[src/rtl/wevt_pkg.sv]
// Package with the types, sizes and command codes of the weekly event table.
package wevt_pkg;

  // Table geometry.
  localparam int TABLE_DEPTH = 32;
  localparam int IDX_W       = $clog2(TABLE_DEPTH);
  localparam int CNT_W       = $clog2(TABLE_DEPTH + 1);

  // Seconds in one week.
  localparam logic [19:0] WEEK_SECONDS = 20'd604800;

  // Command codes.
  localparam logic [2:0] CMD_CLEAR  = 3'd0;
  localparam logic [2:0] CMD_ADD    = 3'd1;
  localparam logic [2:0] CMD_DELETE = 3'd2;
  localparam logic [2:0] CMD_ACTIVE = 3'd3;
  localparam logic [2:0] CMD_CHECK  = 3'd4;
  localparam logic [2:0] CMD_NEXT   = 3'd5;
  localparam logic [2:0] CMD_READ   = 3'd6;

  // Status codes.
  localparam logic [2:0] ST_OK        = 3'd0;
  localparam logic [2:0] ST_FULL      = 3'd1;
  localparam logic [2:0] ST_NOT_FOUND = 3'd2;
  localparam logic [2:0] ST_NO_CHANGE = 3'd3;
  localparam logic [2:0] ST_BAD_INDEX = 3'd4;

  // One command item.
  typedef struct packed {
    logic [2:0] cmd;
    logic [7:0] event_code;
    logic [5:0] week_day;
    logic [5:0] hour_of_day;
    logic [5:0] minute_of_hour;
    logic [5:0] second_of_minute;
    logic [7:0] entry_index;
  } req_t;

  // One result item.
  typedef struct packed {
    logic [2:0]  status;
    logic [5:0]  position;
    logic [7:0]  code_out;
    logic [19:0] week_seconds_out;
    logic [5:0]  entry_count;
  } rsp_t;

  // One table entry as stored in the memory.
  typedef struct packed {
    logic [19:0] wtime;
    logic [7:0]  code;
  } ent_t;

  // Sequencer states.
  typedef enum logic [2:0] {
    S_IDLE,
    S_TIME,
    S_SCAN,
    S_DECIDE,
    S_SHUP,
    S_SHDN,
    S_READ,
    S_RDWAIT
  } state_e;

endpackage

[src/rtl/wevt_ram.sv]
// Generic simple dual-port RAM with one write port and a registered read port.
module wevt_ram #(
  parameter int WIDTH = 8,
  parameter int DEPTH = 16
) (
  input  logic                     clk_i,
  input  logic                     we_i,
  input  logic [$clog2(DEPTH)-1:0] waddr_i,
  input  logic [WIDTH-1:0]         wdata_i,
  input  logic [$clog2(DEPTH)-1:0] raddr_i,
  output logic [WIDTH-1:0]         rdata_o
);

  logic [WIDTH-1:0] mem_q [DEPTH];
  logic [WIDTH-1:0] rdata_q;

  // Write port.
  always_ff @(posedge clk_i) begin
    if (we_i) begin
      mem_q[waddr_i] <= wdata_i;
    end
  end

  // Registered read port.
  always_ff @(posedge clk_i) begin
    rdata_q <= mem_q[raddr_i];
  end

  assign rdata_o = rdata_q;

endmodule

[src/rtl/weekly_event_table.sv]
// Top level of the weekly event table: command sequencer, sentinel entry and table memory.
// Steps: the week time is formed from day, hour, minute and second; a scan reads the occupied
// entries in order and stops at the first later entry (for an add or delete, also an equal one);
// a decision follows, and an add or delete that moves entries shifts them before the strobe.
// Throughput: one item at a time; busy drops in the strobe cycle; results cannot be stalled.
// Reset leaves only the sentinel entry at time 0 with code 0; no clearing pass is needed.
module weekly_event_table (
  input  logic              clk_i,
  input  logic              rst_ni,
  input  logic              start,
  output logic              busy,
  input  wevt_pkg::req_t    req_i,
  output logic              valid_o,
  output wevt_pkg::rsp_t    rsp_o
);

  localparam int IDX_W = wevt_pkg::IDX_W;
  localparam int CNT_W = wevt_pkg::CNT_W;

  wevt_pkg::state_e state_q, state_d;
  wevt_pkg::req_t   in_q;
  logic [19:0]      acc_q, acc_d;
  logic [1:0]       step_q, step_d;
  logic [CNT_W-1:0] cnt_q, cnt_d;
  logic [7:0]       code0_q, code0_d;
  logic [IDX_W-1:0] la_q, la_d;
  logic             la_vld_q, la_vld_d;
  logic [CNT_W-1:0] ptr_q, ptr_d;
  logic             rv_q, rv_d;
  logic [IDX_W-1:0] ridx_q, ridx_d;
  logic [IDX_W-1:0] prev_idx_q, prev_idx_d;
  wevt_pkg::ent_t   prev_ent_q, prev_ent_d;
  logic             hit_q, hit_d;
  logic             hit_eq_q, hit_eq_d;
  logic [IDX_W-1:0] hit_idx_q, hit_idx_d;
  wevt_pkg::ent_t   hit_ent_q, hit_ent_d;
  wevt_pkg::rsp_t   res_q, res_d;
  logic             res_vld_q, res_vld_d;

  logic             ram_we;
  logic [IDX_W-1:0] ram_waddr;
  wevt_pkg::ent_t   ram_wdata;
  logic [IDX_W-1:0] ram_raddr;
  wevt_pkg::ent_t   ram_rdata;

  logic [5:0]       mul_k;
  logic [5:0]       term;
  logic             t_gt;
  logic             t_eq;
  logic             is_edit;
  logic [IDX_W-1:0] nxt_idx;
  wevt_pkg::ent_t   nxt_ent;
  logic [19:0]      nxt_wait;

  // Day minus one after clamping to the range 1..7.
  function automatic logic [2:0] day_m1(input logic [5:0] d);
    logic [2:0] r;
    r = 3'd0;
    if (d >= 6'd1 && d <= 6'd7) begin
      r = 3'(d - 6'd1);
    end
    return r;
  endfunction

  // Clamp a field to zero above its limit.
  function automatic logic [5:0] clamp(input logic [5:0] v, input logic [5:0] lim);
    logic [5:0] r;
    r = v;
    if (v > lim) begin
      r = 6'd0;
    end
    return r;
  endfunction

  // Assemble one result item.
  function automatic wevt_pkg::rsp_t mk_res(input logic [2:0] st, input logic [IDX_W-1:0] pos,
                                            input logic [7:0] code, input logic [19:0] wsec,
                                            input logic [CNT_W-1:0] cnt);
    wevt_pkg::rsp_t r;
    r.status           = st;
    r.position         = 6'(pos);
    r.code_out         = code;
    r.week_seconds_out = wsec;
    r.entry_count      = 6'(cnt);
    return r;
  endfunction

  assign busy    = (state_q != wevt_pkg::S_IDLE);
  assign valid_o = res_vld_q;
  assign rsp_o   = res_q;

  // Table memory; entry 0 lives in flip-flops and its memory slot is never used.
  wevt_ram #(
    .WIDTH($bits(wevt_pkg::ent_t)),
    .DEPTH(wevt_pkg::TABLE_DEPTH)
  ) u_ram (
    .clk_i   (clk_i),
    .we_i    (ram_we),
    .waddr_i (ram_waddr),
    .wdata_i (ram_wdata),
    .raddr_i (ram_raddr),
    .rdata_o (ram_rdata)
  );

  // Shared compare unit against the query time.
  assign t_gt = (ram_rdata.wtime > acc_q);
  assign t_eq = (ram_rdata.wtime == acc_q);
  assign is_edit = (in_q.cmd == wevt_pkg::CMD_ADD) || (in_q.cmd == wevt_pkg::CMD_DELETE);

  // Constant multiplier and addend for the week time steps.
  always_comb begin
    case (step_q)
      2'd0: begin
        mul_k = 6'd24;
        term  = clamp(in_q.hour_of_day, 6'd23);
      end
      2'd1: begin
        mul_k = 6'd60;
        term  = clamp(in_q.minute_of_hour, 6'd59);
      end
      default: begin
        mul_k = 6'd60;
        term  = clamp(in_q.second_of_minute, 6'd59);
      end
    endcase
  end

  // Next entry and the seconds to wait until it, wrapping at a week.
  always_comb begin
    if (hit_q) begin
      nxt_idx = hit_idx_q;
      nxt_ent = hit_ent_q;
    end else begin
      nxt_idx       = '0;
      nxt_ent.wtime = 20'd0;
      nxt_ent.code  = code0_q;
    end
    if (nxt_ent.wtime >= acc_q) begin
      nxt_wait = nxt_ent.wtime - acc_q;
    end else begin
      nxt_wait = 20'(21'(nxt_ent.wtime) + 21'(wevt_pkg::WEEK_SECONDS) - 21'(acc_q));
    end
  end

  // Sequencer: next state, memory control and results.
  always_comb begin
    state_d    = state_q;
    acc_d      = acc_q;
    step_d     = step_q;
    cnt_d      = cnt_q;
    code0_d    = code0_q;
    la_d       = la_q;
    la_vld_d   = la_vld_q;
    ptr_d      = ptr_q;
    rv_d       = rv_q;
    ridx_d     = ridx_q;
    prev_idx_d = prev_idx_q;
    prev_ent_d = prev_ent_q;
    hit_d      = hit_q;
    hit_eq_d   = hit_eq_q;
    hit_idx_d  = hit_idx_q;
    hit_ent_d  = hit_ent_q;
    res_d      = res_q;
    res_vld_d  = 1'b0;
    ram_we     = 1'b0;
    ram_waddr  = '0;
    ram_wdata  = '0;
    ram_raddr  = ptr_q[IDX_W-1:0];

    unique case (state_q)
      wevt_pkg::S_IDLE: begin
        if (start) begin
          state_d = wevt_pkg::S_TIME;
          step_d  = 2'd0;
          acc_d   = 20'(day_m1(req_i.week_day));
        end
      end

      wevt_pkg::S_TIME: begin
        acc_d  = 20'(acc_q * mul_k) + 20'(term);
        step_d = step_q + 2'd1;
        if (step_q == 2'd2) begin
          case (in_q.cmd) inside
            wevt_pkg::CMD_ADD, wevt_pkg::CMD_DELETE, wevt_pkg::CMD_ACTIVE,
            wevt_pkg::CMD_CHECK, wevt_pkg::CMD_NEXT: begin
              state_d          = wevt_pkg::S_SCAN;
              ptr_d            = CNT_W'(1);
              rv_d             = 1'b0;
              hit_d            = 1'b0;
              prev_idx_d       = '0;
              prev_ent_d.wtime = 20'd0;
              prev_ent_d.code  = code0_q;
            end
            wevt_pkg::CMD_READ: begin
              state_d = wevt_pkg::S_READ;
            end
            wevt_pkg::CMD_CLEAR: begin
              cnt_d     = CNT_W'(1);
              code0_d   = 8'd0;
              res_d     = mk_res(wevt_pkg::ST_OK, '0, 8'd0, 20'd0, CNT_W'(1));
              res_vld_d = 1'b1;
              state_d   = wevt_pkg::S_IDLE;
            end
            default: begin
              res_d     = mk_res(wevt_pkg::ST_OK, '0, 8'd0, 20'd0, cnt_q);
              res_vld_d = 1'b1;
              state_d   = wevt_pkg::S_IDLE;
            end
          endcase
        end
      end

      wevt_pkg::S_SCAN: begin
        // Check the entry read last cycle; edits stop at an equal time as well.
        if (rv_q) begin
          if (t_gt || (t_eq && is_edit)) begin
            hit_d     = 1'b1;
            hit_eq_d  = t_eq;
            hit_idx_d = ridx_q;
            hit_ent_d = ram_rdata;
            state_d   = wevt_pkg::S_DECIDE;
          end else begin
            prev_idx_d = ridx_q;
            prev_ent_d = ram_rdata;
          end
        end
        // Issue the next read while entries remain.
        if (ptr_q < cnt_q) begin
          ram_raddr = ptr_q[IDX_W-1:0];
          rv_d      = 1'b1;
          ridx_d    = ptr_q[IDX_W-1:0];
          ptr_d     = ptr_q + CNT_W'(1);
        end else begin
          rv_d = 1'b0;
          if (!rv_q) begin
            state_d = wevt_pkg::S_DECIDE;
          end
        end
      end

      wevt_pkg::S_DECIDE: begin
        state_d   = wevt_pkg::S_IDLE;
        res_vld_d = 1'b1;
        case (in_q.cmd)
          wevt_pkg::CMD_ADD: begin
            if (acc_q == 20'd0) begin
              // Time zero overwrites the sentinel's code.
              code0_d = in_q.event_code;
              res_d   = mk_res(wevt_pkg::ST_OK, '0, in_q.event_code, acc_q, cnt_q);
            end else if (hit_q && hit_eq_q) begin
              ram_we          = 1'b1;
              ram_waddr       = hit_idx_q;
              ram_wdata.wtime = acc_q;
              ram_wdata.code  = in_q.event_code;
              res_d = mk_res(wevt_pkg::ST_OK, hit_idx_q, in_q.event_code, acc_q, cnt_q);
            end else if (cnt_q == CNT_W'(wevt_pkg::TABLE_DEPTH)) begin
              res_d = mk_res(wevt_pkg::ST_FULL, '0, 8'd0, acc_q, cnt_q);
            end else if (hit_q) begin
              // Insert before a later entry: shift the tail up first.
              state_d   = wevt_pkg::S_SHUP;
              res_vld_d = 1'b0;
              ptr_d     = cnt_q - CNT_W'(1);
              rv_d      = 1'b0;
            end else begin
              ram_we          = 1'b1;
              ram_waddr       = cnt_q[IDX_W-1:0];
              ram_wdata.wtime = acc_q;
              ram_wdata.code  = in_q.event_code;
              cnt_d           = cnt_q + CNT_W'(1);
              res_d = mk_res(wevt_pkg::ST_OK, cnt_q[IDX_W-1:0], in_q.event_code, acc_q,
                             cnt_q + CNT_W'(1));
            end
          end
          wevt_pkg::CMD_DELETE: begin
            if (hit_q && hit_eq_q) begin
              state_d   = wevt_pkg::S_SHDN;
              res_vld_d = 1'b0;
              ptr_d     = CNT_W'(hit_idx_q) + CNT_W'(1);
              rv_d      = 1'b0;
            end else begin
              res_d = mk_res(wevt_pkg::ST_NOT_FOUND, '0, 8'd0, acc_q, cnt_q);
            end
          end
          wevt_pkg::CMD_ACTIVE: begin
            res_d = mk_res(wevt_pkg::ST_OK, prev_idx_q, prev_ent_q.code, prev_ent_q.wtime,
                           cnt_q);
          end
          wevt_pkg::CMD_CHECK: begin
            la_d     = prev_idx_q;
            la_vld_d = 1'b1;
            if (la_vld_q && (la_q == prev_idx_q)) begin
              res_d = mk_res(wevt_pkg::ST_NO_CHANGE, prev_idx_q, prev_ent_q.code,
                             prev_ent_q.wtime, cnt_q);
            end else begin
              res_d = mk_res(wevt_pkg::ST_OK, prev_idx_q, prev_ent_q.code,
                             prev_ent_q.wtime, cnt_q);
            end
          end
          default: begin
            res_d = mk_res(wevt_pkg::ST_OK, nxt_idx, nxt_ent.code, nxt_wait, cnt_q);
          end
        endcase
      end

      wevt_pkg::S_SHUP: begin
        // Move the entry read last cycle one place up.
        if (rv_q) begin
          ram_we    = 1'b1;
          ram_waddr = ridx_q + IDX_W'(1);
          ram_wdata = ram_rdata;
        end
        if (ptr_q >= CNT_W'(hit_idx_q)) begin
          ram_raddr = ptr_q[IDX_W-1:0];
          rv_d      = 1'b1;
          ridx_d    = ptr_q[IDX_W-1:0];
          ptr_d     = ptr_q - CNT_W'(1);
        end else begin
          rv_d = 1'b0;
          if (!rv_q) begin
            ram_we          = 1'b1;
            ram_waddr       = hit_idx_q;
            ram_wdata.wtime = acc_q;
            ram_wdata.code  = in_q.event_code;
            cnt_d           = cnt_q + CNT_W'(1);
            res_d = mk_res(wevt_pkg::ST_OK, hit_idx_q, in_q.event_code, acc_q,
                           cnt_q + CNT_W'(1));
            res_vld_d = 1'b1;
            state_d   = wevt_pkg::S_IDLE;
          end
        end
      end

      wevt_pkg::S_SHDN: begin
        // Move the entry read last cycle one place down.
        if (rv_q) begin
          ram_we    = 1'b1;
          ram_waddr = ridx_q - IDX_W'(1);
          ram_wdata = ram_rdata;
        end
        if (ptr_q < cnt_q) begin
          ram_raddr = ptr_q[IDX_W-1:0];
          rv_d      = 1'b1;
          ridx_d    = ptr_q[IDX_W-1:0];
          ptr_d     = ptr_q + CNT_W'(1);
        end else begin
          rv_d = 1'b0;
          if (!rv_q) begin
            cnt_d = cnt_q - CNT_W'(1);
            res_d = mk_res(wevt_pkg::ST_OK, hit_idx_q, hit_ent_q.code, acc_q,
                           cnt_q - CNT_W'(1));
            res_vld_d = 1'b1;
            state_d   = wevt_pkg::S_IDLE;
          end
        end
      end

      wevt_pkg::S_READ: begin
        ram_raddr = in_q.entry_index[IDX_W-1:0];
        if (32'(in_q.entry_index) >= 32'(cnt_q)) begin
          res_d     = mk_res(wevt_pkg::ST_BAD_INDEX, '0, 8'd0, 20'd0, cnt_q);
          res_vld_d = 1'b1;
          state_d   = wevt_pkg::S_IDLE;
        end else if (in_q.entry_index == 8'd0) begin
          res_d     = mk_res(wevt_pkg::ST_OK, '0, code0_q, 20'd0, cnt_q);
          res_vld_d = 1'b1;
          state_d   = wevt_pkg::S_IDLE;
        end else begin
          state_d = wevt_pkg::S_RDWAIT;
        end
      end

      wevt_pkg::S_RDWAIT: begin
        res_d = mk_res(wevt_pkg::ST_OK, in_q.entry_index[IDX_W-1:0], ram_rdata.code,
                       ram_rdata.wtime, cnt_q);
        res_vld_d = 1'b1;
        state_d   = wevt_pkg::S_IDLE;
      end

      default: begin
        state_d = wevt_pkg::S_IDLE;
      end
    endcase
  end

  // Control registers.
  always_ff @(posedge clk_i or negedge rst_ni) begin
    if (!rst_ni) begin
      state_q   <= wevt_pkg::S_IDLE;
      step_q    <= 2'd0;
      cnt_q     <= CNT_W'(1);
      code0_q   <= 8'd0;
      la_q      <= '0;
      la_vld_q  <= 1'b0;
      ptr_q     <= '0;
      rv_q      <= 1'b0;
      hit_q     <= 1'b0;
      res_vld_q <= 1'b0;
    end else begin
      state_q   <= state_d;
      step_q    <= step_d;
      cnt_q     <= cnt_d;
      code0_q   <= code0_d;
      la_q      <= la_d;
      la_vld_q  <= la_vld_d;
      ptr_q     <= ptr_d;
      rv_q      <= rv_d;
      hit_q     <= hit_d;
      res_vld_q <= res_vld_d;
    end
  end

  // Payload registers.
  always_ff @(posedge clk_i) begin
    if (start && !busy) begin
      in_q <= req_i;
    end
    acc_q      <= acc_d;
    ridx_q     <= ridx_d;
    prev_idx_q <= prev_idx_d;
    prev_ent_q <= prev_ent_d;
    hit_eq_q   <= hit_eq_d;
    hit_idx_q  <= hit_idx_d;
    hit_ent_q  <= hit_ent_d;
    res_q      <= res_d;
  end

  // The occupied count always includes the sentinel and never exceeds the table.
  a_cnt_range: assert property (@(posedge clk_i) disable iff (!rst_ni)
    (cnt_q != '0) && (cnt_q <= CNT_W'(wevt_pkg::TABLE_DEPTH)))
    else $error("entry count out of range");

  // The sentinel slot of the memory is never written.
  a_no_slot0: assert property (@(posedge clk_i) disable iff (!rst_ni)
    ram_we |-> (ram_waddr != '0))
    else $error("write to sentinel slot");

  // The count changes only together with a result.
  a_cnt_with_res: assert property (@(posedge clk_i) disable iff (!rst_ni)
    !$stable(cnt_q) |-> res_vld_q)
    else $error("count changed without a result");

  // A result follows a busy cycle.
  a_res_after_busy: assert property (@(posedge clk_i) disable iff (!rst_ni)
    res_vld_q |-> $past(state_q != wevt_pkg::S_IDLE))
    else $error("result without work");

  // An accepted item makes the block busy.
  a_busy_after_start: assert property (@(posedge clk_i) disable iff (!rst_ni)
    (start && !busy) |=> busy)
    else $error("item accepted but not busy");

endmodule

[config.mk]
export PLATFORM = sky130hd
export DESIGN_NAME = weekly_event_table
export DESIGN_NICKNAME = d
export VERILOG_FILES = /design/src/rtl/wevt_pkg.sv /design/src/rtl/wevt_ram.sv /design/src/rtl/weekly_event_table.sv
export SDC_FILE = /design/constraint.sdc
export NUM_CORES = 2
export LEC_CHECK = 0
export ABC_CLOCK_PERIOD_IN_PS = 5050
export BUFFER_PORTS_ARGS = -buffer_cell sky130_fd_sc_hd__buf_4
export CORE_MARGIN = 5
export CORE_UTILIZATION = 59
export CTS_BUF_LIST = sky130_fd_sc_hd__clkbuf_2
export DETAILED_ROUTE_END_ITERATION = 16
export PLACE_DENSITY = 0.9
export SLEW_MARGIN = 25
export SYNTH_ARGS = -nofsm -noshare
export SYNTH_HDL_FRONTEND = slang
export SYNTH_HIERARCHICAL = 1
export SYNTH_SLANG_ARGS = --single-unit
[constraint.sdc]
create_clock -name clk_i -period 5.05 [get_ports clk_i]
set_clock_uncertainty 0.05 [all_clocks]
set_input_delay 0.2525 -clock clk_i [delete_from_list [all_inputs] [get_ports clk_i]]
set_output_delay 0.2525 -clock clk_i [all_outputs]
set_load 0.05 [all_outputs]
== Yosys cells after proc, flatten, opt, wreduce, memory -nomap -nowiden ==
Memories as Yosys holds them, arrays and structs flattened. A register that Yosys moved wholly into a read port is not among the register bits.
Cells that the tools add are included.
Word-level totals
  memories: 1
  bits in writable memories: 896
  input bits: 46
  register bits: 206
  logic and storage cells: 293
  output and inout bits: 45
Cells by class
  reduce and logical (&&, ||, !) cells: 35
  order comparisons: 10
  equal/unequal tests: 48
  multiply operators: 1
  mux-type cells: 155
  $add $sub $neg: 13
Memory list
  u_ram.mem_q: words 32, bits a word 28, read ports 1, clocked after Yosys merged registers in 1, wr ports 1, RTL line wevt_ram.sv:14  | logic [WIDTH-1:0] mem_q [DEPTH];
Operators with widths (number)
  two-way mux 43 bit: 14
  two-way mux 28 bit: 13
  case mux 43 bit (6 select lines): 1
  case mux 43 bit (4 select lines): 1
  two-way mux 6 bit: 27
  two-way mux 5 bit: 17
  case mux 28 bit (3 select lines): 1
  two-way mux 3 bit: 19
  case mux 28 bit (2 select lines): 1
  two-way mux 8 bit: 6
  case mux 6 bit (4 select lines): 2
  two-way mux 42 bit: 1
  two-way mux 20 bit: 2
  != test 2 bit (second input constant): 20
  case mux 20 bit (2 select lines): 1
  subtractor 20 bit: 2
  two-way mux 1 bit: 33
  != test 3 bit (second input constant): 8
  case mux 3 bit (8 select lines): 1
  case mux 6 bit (2 select lines): 2
  AND reduction 11 bit: 2
  equality test 3 bit (second input constant): 7
  adder 20 bit (second input constant): 1
  adder 20 x 6 -> 20 bit: 1
  56 further kinds: 79

== Longest topological paths before layout ==
  word-level depth: 9
  gate-level depth with buffers: 21
  gate-level depth less buffers: 19

== By module ==
Netlist, hierarchy kept.
Modules (own cells, without submodules)
  wevt_ram: instances 1, cells each 1984, area each 35451.5 um^2
  weekly_event_table: instances 1, cells each 1579, area each 15538.7 um^2

== Least setup slack after synthesis ==
Ideal clock, no wire load.
  path kind: reg2reg
  start: reg step_q[0]
  end: reg acc_q[19], data pin
  stages on the path, launching flop included: 20
  clock period less this slack: 4.740 ns
  buffers on the path: 1
  data arrival time: 4.425 ns
  data required time: 4.735 ns
  setup time: 0.265 ns
  setup slack: 0.310 ns
  path through: dfrtp_1 inv_1 ha_1 inv_1 clkbuf_1 nand2_1 fa_1 fa_1 inv_1 ha_1 ha_1 ha_1 or3_1 o21bai_1 a31oi_1 o31ai_1 a21o_1 a21oi_1 xnor2_1 nor2_1
Between the ends
  longest elaborated chain between the ends: 5
  elaborated cells on any way between the ends: 7
Ends and longest elaborated chain
  from (decl): RTL line weekly_event_table.sv:23  | logic [1:0] step_q, step_d;
  from (signal assigned): RTL line weekly_event_table.sv:400  | step_q <= step_d;
  zero test 2 bit: RTL line weekly_event_table.sv:112  | case (step_q)
  two-way mux 6 bit: RTL line weekly_event_table.sv:112
  multiplier 20 x 6 -> 20 bit: RTL line weekly_event_table.sv:180  | acc_d = 20'(acc_q * mul_k) + 20'(term);
  adder 20 x 6 -> 20 bit (*): RTL line weekly_event_table.sv:180
  case mux 20 bit (2 select lines) (*): RTL line weekly_event_table.sv:170  | unique case (state_q)
  to (signal assigned): RTL line weekly_event_table.sv:417  | acc_q <= acc_d;
  to (decl): RTL line weekly_event_table.sv:22  | logic [19:0] acc_q, acc_d;
Mark *: on every way between the ends. The rest lies on a longest branch, timed or not.
A chain may end at the register's enable or synchronous reset.

== Worst setup path after layout ==
  start: reg step_q[0]
  end: reg acc_q[18], data pin
Same word-level chain as after synthesis.

==> out/summary.md <==
The most critical setup path has its endpoint at acc_q[18]. After clock tree synthesis, the clock-pin slew on the worst setup and hold paths is 0.12 ns. The tools report the sequential-to-total area share from yosys stat as 0.6561. The flow ran to the end, and the final reports show no timing, DRC or antenna violations. The width of the chip came out at 304.0 um. The number of global-route vias before repair was 34960; the endpoint required time on the critical path was 6.36 ns.

Starting utilization of the core area: 0.5970. The via count of the routed design is 33990, and the slack of the critical path is 0.03655 ns. The run gives 13360 um as the routed wire length on met3.

The endpoint identified for the worst register-to-register timing path is acc_q[18]. Combined global-route utilization of all metal layers: 0.2803. At the end of routability-driven placement, the weighted congestion stood at 0.9290. The logs give 91 for the I/O pin count and 0 for the max-capacitance violation count. The total grt overflow came out at 0. In this run the number of H-tree levels came out at 5. The share of the clock period used by the worst path was 0.9928; the number of instances in the synthesized netlist was 3563. The number of cells traversed by the worst register-to-register path is 20, and the DRC violation total after the first TritonRoute iteration is 4514.

TritonCTS built the clock tree. The critical path start-end classification is reg -> reg. The final layout contains 4239 nets. The first global-routing pass estimated 201800 um of wire. Transition time of the tightest slew-check pin: 1.038 ns. The run gives 286 as the clock buffer count from CTS. In this run the top signal layer used is met5. After detailed routing, the average wire length per cell comes to 24.99 um. The logs give 0.3063 for the relative slew slack and 0 for the number of remaining DRC errors. In the synthesized netlist the dominant register cell turns out to be edfxtp_1. For this design, the sink count on the clock tree is 1129. Before CTS, the worst setup slack after placement is -0.01064 ns. In this run the clock root is driven by a clkbuf_2.

The net count after synthesis was 3803; the unique cell type count in the Yosys netlist was 82. In the layout the commonest cells are edfxtp_1 (1067), mux2i_1 (480), clkbuf_2 (412). The average instance area after synthesis was 14.31 um2. Yosys mapped a number of flops with a built-in enable equal to 1067. The mean number of vias per cell came out at 6.372. The met2 wire length came out at 66240 um.

Clock latency on the worst-skew pair, taken at its later pin, is 1.54 ns. STA classifies the critical path endpoint as a register. The run gives 6 as the synthesis warning total. The worst path needs 5.013 ns of the cycle, external delays included. At the worst endpoint, the arrival time is 6.33 ns.

The most critical setup path has its startpoint at step_q[0]. The floorplan has 107 rows. The number of hold-slack violations in the final timing report was 0; the power per cell area was 692.7 mW/mm2.

Along the worst path, the maximum fanout reaches 10. Share of post-route cells with drive strength above 1: 0.1740. Entering global routing, the biggest net connects 120 pins. The share of the core filled with cells in the final layout was 0.6708; the flop-to-flop setup slack was 0.04 ns. The initial antenna violation count was 5. The final-report setup violation count was 0; the die height was 304.0 um. The routed length on met1 was 47860 um; the maximum achievable frequency was 0.1995 GHz. The fraction of registers with async set or reset after synthesis works out to 0.03012. The min-delay analysis places its worst path in the category in -> async.

The run gives 22.79 nW as the standby leakage power. The die footprint was 0.09240 mm2. The remaining antenna violation count after routing was 0; the area of the core region was 0.08541 mm2. Number of max-slew violations in the final report: 0. The number of storage elements in the synthesis netlist was 1129.

The run gives 0.05099 mm2 as the combined area of all synthesized cells. Before antenna repair, the detailed router went through 7 iterations. The worst register-to-register path begins at step_q[0]. Once detailed placement completed, the half-perimeter wirelength came to 78810 um. The wire length reported by the detailed router was 133300 um. Launching element type of the critical path: a register.

The area added between synthesis and finish is 12.36%. Port buffering added 89 buffers. The maximum ir drop on the vdd rail is 0.0007141 V. The clock passes through at most 4 buffers. The most common cell after layout, fill and taps aside is edfxtp_1.
repair_timing:
| item | in CTS | in global routing |
|---|---|---|
| pin swaps | 0 | 4 |
| endpoints found under the hold margin | 103 | 0 |
| setup endpoints to repair | 2 | 4 |
| hold buffers | 129 | 0 |
| buffers inserted | 0 | 3 |
| resized for setup | 3 | 6 |
worst max-delay path: stages (launching register included):
cell and delay (ns):
dfrtp_1 0.42, inv_1 0.09, ha_1 0.18, buf_4 0.17
clkinvlp_4 0.15, buf_4 0.20, nand2_1 0.13, fa_1 0.47
fa_1 0.53, inv_1 0.05, ha_1 0.28, ha_1 0.29
ha_1 0.40, and4_1 0.26, a32oi_1 0.18, o211ai_1 0.16
a21oi_2 0.19, nand2b_1 0.14, a21oi_1 0.11, a31oi_1 0.24
mux2i_1 0.23
metal layers:
metal	vias up	global-route usage
met5	-	0
met1	16560	0.3498
met2	2337	0.4728
li1	14630	-
met3	464	0.06472
met4	4	0.1238
sequential cells by signal (all words and copies together) (netlist names), 6 cells and up:
signal         flops
u_ram/mem_q      896
rsp_o             42
in_q              37
hit_ent_q         28
prev_ent_q        28
u_ram/rdata_o     28
acc_q             20
code0_q            8
cnt_q              6
ptr_q              6
layout make-up:
class	instances	area, um2
Sequential cell	1129	33450
Multi-Input combinational cell	2127	16440
Clock buffer	412	2062
Inverter	131	496.7
Timing Repair Buffer	324	3048
Fill cell	5439	28120
Tap cell	1144	1431
Clock inverter	62	341.6
Antenna cell	6	15.01
cell families (layout without fill, tap and decap cells):
| kind of cell | count (synthesis) | in the layout | share of synthesized area |
|---|---|---|---|
| and+or+nand+nor | 689 | 689 | 0.06252 |
| xor gates and xnor gates | 71 | 71 | 0.01220 |
| other | 1 | 7 | 0.00007354 |
| muxes | 497 | 497 | 0.09798 |
| DFF | 1129 | 1129 | 0.6561 |
| adders and majority gates | 194 | 194 | 0.05423 |
| AOI/OAI and AO/OA | 675 | 675 | 0.08902 |
| buffers and inverters | 307 | 929 | 0.02790 |
worst min path at each step:
| stage | startpoint | endpoint | slack, ns | cells after the start |
|---|---|---|---|---|
| floorplan | rst_ni | cnt_q[1] | -0.09 | 0 |
| global placement | rst_ni | step_q[1] | 0.24 | 1 |
| detailed placement | rst_ni | step_q[1] | 0.25 | 1 |
| CTS | rst_ni | code0_q[0] | 0.16 | 5 |
| global route | req_i[28] | acc_q[2] | 0.24 | 5 |
| finish | rst_ni | hit_q | 0.31 | 5 |
stage by stage:
| stage | total power [mW] | hold WS (ns) | TNS [ns] | cells | area, um2 |
|---|---|---|---|---|---|
| 2_1_floorplan | 26.71 | -0.09309 | 0 | 3563 | 50990 |
| 3_3_place_gp | 31.31 | 0.2425 | 0 | 4723 | 53460 |
| 3_5_place_dp | 32.10 | 0.2485 | -0.01064 | 4723 | 53470 |
| 4_1_cts | 38.24 | 0.1643 | 0 | 5326 | 57190 |
| 5_1_grt | 41.62 | 0.2358 | -0.1236 | 5335 | 57290 |
| 6_report | 39.69 | 0.3056 | 0 | 5335 | 57290 |
Yosys cell counts (37+ instances only):
cell type | instances | area share
a22oi_1 | 96 | 0.014
o21ai_1 | 60 | 0.0059
xnor2_1 | 48 | 0.0082
a21oi_1 | 180 | 0.018
mux2i_1 | 480 | 0.094
ha_1 | 149 | 0.037
and2_1 | 40 | 0.0049
nor2_1 | 142 | 0.010
buf_2 | 38 | 0.0037
clkbuf_1 | 79 | 0.0058
nand2_1 | 251 | 0.018
fa_1 | 45 | 0.018
inv_1 | 125 | 0.0092
o21ai_0 | 61 | 0.0060
a31oi_1 | 37 | 0.0045
nor3_1 | 39 | 0.0038
a22o_1 | 90 | 0.015
nand3_1 | 115 | 0.011
edfxtp_1 | 1067 | 0.63
where the power goes:
| group | switching, mW | internal, mW | leakage (nW) |
|---|---|---|---|
| clock network | 3.65 | 2.36 | 1.88 |
| registers | 0.908 | 12.7 | 10.6 |
| logic | 13.1 | 6.99 | 10.3 |
No activity file was read; power rests on OpenSTA's default activity.
